File: config.mk
export PLATFORM = sky130hd
export DESIGN_NAME = cca_ram
export DESIGN_NICKNAME = d
export VERILOG_FILES = /design/src/hdl/cca_ram.sv
export SDC_FILE = /design/constraint.sdc
export NUM_CORES = 2
export LEC_CHECK = 0
export CORE_AREA = 2 2 537 539
export CTS_CLUSTER_DIAMETER = 50
export DETAILED_ROUTE_END_ITERATION = 8
export DIE_AREA = 0 0 539 541
export DONT_BUFFER_PORTS = 1
export PLACE_DENSITY = 0.8
export SLEW_MARGIN = 20
export SYNTH_ARGS = -nofsm -noshare
export SYNTH_HDL_FRONTEND = slang
export SYNTH_SLANG_ARGS = --single-unit
File: constraint.sdc
create_clock -name clk -period 8 [get_ports clk]
set_input_delay 1.6 -clock clk [delete_from_list [all_inputs] [get_ports clk]]
set_output_delay 1.6 -clock clk [all_outputs]
set_load 0.01 [all_outputs]
File: src/hdl/cca_ram.sv
`timescale 1ns / 1ps
`default_nettype none

module cca_ram #(
  parameter int WIDTH = 64,
  parameter int DEPTH = 64
) (
  input  wire logic                     clk,
  input  wire logic                     we,
  input  wire logic [$clog2(DEPTH)-1:0] waddr,
  input  wire logic [WIDTH-1:0]         wdata,
  input  wire logic [$clog2(DEPTH)-1:0] raddr,
  output logic      [WIDTH-1:0]         rdata
);

  logic [WIDTH-1:0] mem [DEPTH];

  always_ff @(posedge clk) begin
    if (we) begin
      mem[waddr] <= wdata;
    end
    rdata <= mem[raddr];
  end

endmodule

`default_nettype wire

### Word-level counts from Yosys, hierarchy flattened

Memories as Yosys holds them, arrays and structs flattened. A register that Yosys moved wholly into a read port is not among the register bits.
Cells that the tools add are included.

* bits in registers: 0
* memory bits (writable): 4096
* output and inout bits: 64
* memories kept: 1

* multiplexer cells: 2

Memories
* mem: depth 64, width 64, read ports 1, clocked after Yosys merged registers in 1, wr ports 1, line 16 `logic [WIDTH-1:0] mem [DEPTH];`

Operator list (count)
* $mux 1: 2

### Depth between registers and ports, before layout

* depth after elaboration: 2
* gate-level depth with buffers: 9
* mapped depth without buffers: 5

### Least setup slack after synthesis

Ideal clock, no wire load.

* kind: input-to-reg
* start point: in waddr[3]
* end point: mem mem[48][0], enable pin
* arrival: 6472 ps
* data required time: 7436 ps
* setup slack: 964 ps
* stages on the path: 4
* cell sequence: clkbuf_1 > nor2b_1 > nand4b_1 > nor3_1

RTL lines
* start: declaration: line 10 `input wire logic [$clog2(DEPTH)-1:0] waddr,`
* end: declaration: line 16

No word-level cell before the write port.

==> key figures <==
Status
  – Status: finished, final reports clean

Placed design
  – Hpwl dp: just over 200 mm
  – DP Worst Slack: 1500 ps
  – Input/output buffers: 0
  – Routability cong.: 0.808
  – Placed cells: 10200

Clock network
  – H-tree depth: 5
  – Post-CTS Repair Setup Buffers: 0
  – Clock-pin slew on the worst setup and hold paths: 70 ps
  – Sink Count: 4160
  – Worst skew pair latency: 980 ps
  – CTS tree: yes
  – CTS Hold Bufs: 0
  – Num CTS Buffers: 401
  – Clk buf depth: 4
  – Post-CTS sizing: 0
  – CTS root buf: clkbuf_16

STA
  – Unrepaired setup endpoints after global routing: false
  – Slew margin rel.: 16.3%
  – Sum Neg Setup Slack: 0 ps
  – Final Critical Period: 5740 ps
  – Final Hold Vio Count: 0
  – Fin crit share: 71.8%
  – Layout Skew: 87.2 ps
  – Slew Limit Fails: 0
  – Final setup fails: 0
  – Fmax: 174 MHz
  – Setup WS post-layout: 2260 ps
  – Worst Tran Pin Value: about 1300 ps

Worst setup path
  – Max Fanout on Critical Path: 157
  – Critical path data arrival time: 6510 ps
  – Buf/Inv on CP: 4
  – Crit end category: flip-flop
  – Critical path's largest stage delay: 810 ps
  – WS Path Type: in2reg
  – Top delay family on crit path: buffers and inverters
  – CP dominant cell by count: buf_16
  – CP cell instances: buf_16 > buf_16 > buf_16 > buf_16 > nand2_1 > o221ai_1 > o22ai_1 > and3_1
  – Startpoint types: primary input
  – WP data required: 8770 ps
  – Critical path's slowest cell: o221ai_1

Logic synthesis
  – Yosys warnings: 0
  – Synth Area per Inst: 23.7 µm²
  – Syn Nets: 6676
  – Most used DFF post-synth: edfxtp_1
  – Register area share after synthesis: 79.5%
  – Post-synth EDFFs: ~4100
  – Netlist cell types: 33
  – Synthesis-stage register bit count: 4160
  – Cell Area, Synth: 156000 µm²
  – Area leader, netlist: edfxtp_1
  – Synth top area cells: edfxtp_1, mux4_2, mux2i_1
  – Synthesized instance count: ~6600
  – Async SR Flop Fraction: 0%
  – Area share of the largest cell type after synthesis: 78.7%

Power and ir drop
  – Leakage: 0.0541 µW
  – PD cells: 259 nW/µm²
  – Final Power: 45300 µW
  – VDD IR-drop max: ~240 µV

Floorplan
  – Die area: 292000 µm²
  – # rows: 197
  – # IOs: 142
  – Core box area: 286000 µm²
  – Initial core utilization: ~55%
  – Die X: roughly 540 µm
  – Die Span Y: about 540 µm

Final layout
  – # nets final: 6889
  – P&R area growth vs syn: 11.9%
  – Non-filler cells in the finished layout: 10900
  – Fraction of layout cells with a size suffix above 1: 26.6%

Global route
  – Gr ovfl total: 0
  – First-pass GRT wire length: 637 mm
  – Vias in the first global route: 81800
  – GRT Util Overall: 31.5%
  – Pin count of the biggest net entering global routing: 875
  – Antenna violations before repair: 25

Routing
  – Drt drc: 0
  – Final wirelength: 468 mm
  – DRT iter0 DRCs: roughly 17000
  – ANT nets after route: 0
  – Length of the first detailed-routing pass in iterations: 6
  – Avg Vias per Cell: approximately 7.3
  – WL/cell: roughly 43 µm
  – Total number of vias: 80200

Job
  – Max cap viols: 0

Min path
  – Hold Path Class: in2reg
==> power by group <==
group          total [µW]  internal (µW)  switching [µW]  leakage (µW)
combinational        1660            705             955        0.0103
clock               19400          10700            8670       0.00636
sequential          24300          24100             173        0.0374
==> metal layers <==
layer | vias to the layer above | wire length (µm) | track usage (%)
met5 | - | 130 | 0
met2 | 8544 | 224000 | 50.2
met1 | 40700 | 138000 | 37.8
met4 | 18 | 37000 | 21.3
li1 | 28900 | - | -
met3 | 1991 | 68800 | 8.45
==> cells in the mapped netlist (58+ instances only) <==
library cell	number
nand2_1	58
nor2_1	112
edfxtp_1	4096
dfxtp_1	64
mux2i_1	135
a22oi_1	168
a22o_1	88
mux4_2	1024
a211oi_1	63
buf_2	170
clkbuf_1	140
o22ai_1	83
and3_1	64
==> path summary, 6_finish.rpt <==
kind,from,to,slack (ps),cells after the start
min reg2reg,mem[36][14],rdata[14],840,4
max,raddr[1],rdata[32],2260,8
max reg2reg,mem[12][50],rdata[50],5570,5
min,wdata[43],mem[20][43],710,0
==> worst reg2reg max path, delay by kind of cell, from the launching register on <==
kind | cells | cell delay (ps)
AOI/OAI and AO/OA | 2 | 970
DFF | 1 | 370
muxes | 1 | 470
and+or+nand+nor | 2 | 460
==> area by class of cell <==
class	instances	area, µm²
Clock buffer	512	10800
Sequential cell	4160	124000
Multi-Input combinational cell	2049	30800
Clock inverter	222	2300
Fill cell	17700	112000
Inverter	19	71.3
Timing Repair Buffer	180	1900
Antenna cell	22	55.1
Tap cell	3781	4730
==> registers in the layout, summed over array words and instances, names as in the netlist <==
name   flops
rdata     64
mem     4096
==> cells in the final DEF (no fill, tap or decap), drive strengths merged <==
| cell type | instances |
|---|---|
| and2 | 3 |
| nand2b | 11 |
| o221ai | 38 |
| o22ai | 83 |
| nor2 | 112 |
| or2 | 28 |
| nand3b | 2 |
| mux2i | 135 |
| bufinv | 35 |
| or3b | 1 |
| clkinvlp | 16 |
| nand2 | 58 |
| nand4b | 1 |
| nand3 | 45 |
| or3 | 29 |
| buf | 180 |
| a22o | 88 |
| nor2b | 28 |
| mux4 | 1024 |
| a41oi | 26 |
| diode | 22 |
| nor3 | 2 |
| a2bb2oi | 19 |
| clkbuf | 512 |
| edfxtp | 4096 |
| a31o | 1 |
| inv | 43 |
| a31oi | 18 |
| nand4 | 2 |
| clkinv | 147 |
| and3 | 64 |
| dfxtp | 64 |
| a22oi | 168 |
| a211oi | 63 |
==> metrics by stage <==
step	instance area, µm²	utilization, %	hold slack [ps]
finish	175000	61.1	711
global route	175000	61.0	691
CTS	175000	60.9	682
detailed placement	161000	56.4	831
global placement	161000	56.3	831
floorplan	156000	-	788
==> logic make-up after synthesis <==
group / Yosys count / share of synthesized area [%]
and+or+nand+nor: 386 / 1.24
AOI/OAI and AO/OA: 504 / 2.48
buffers and inverters: 389 / 1.18
muxes: 1159 / 15.6
DFF: 4160 / 79.5
(Power assumes the default switching activity.)
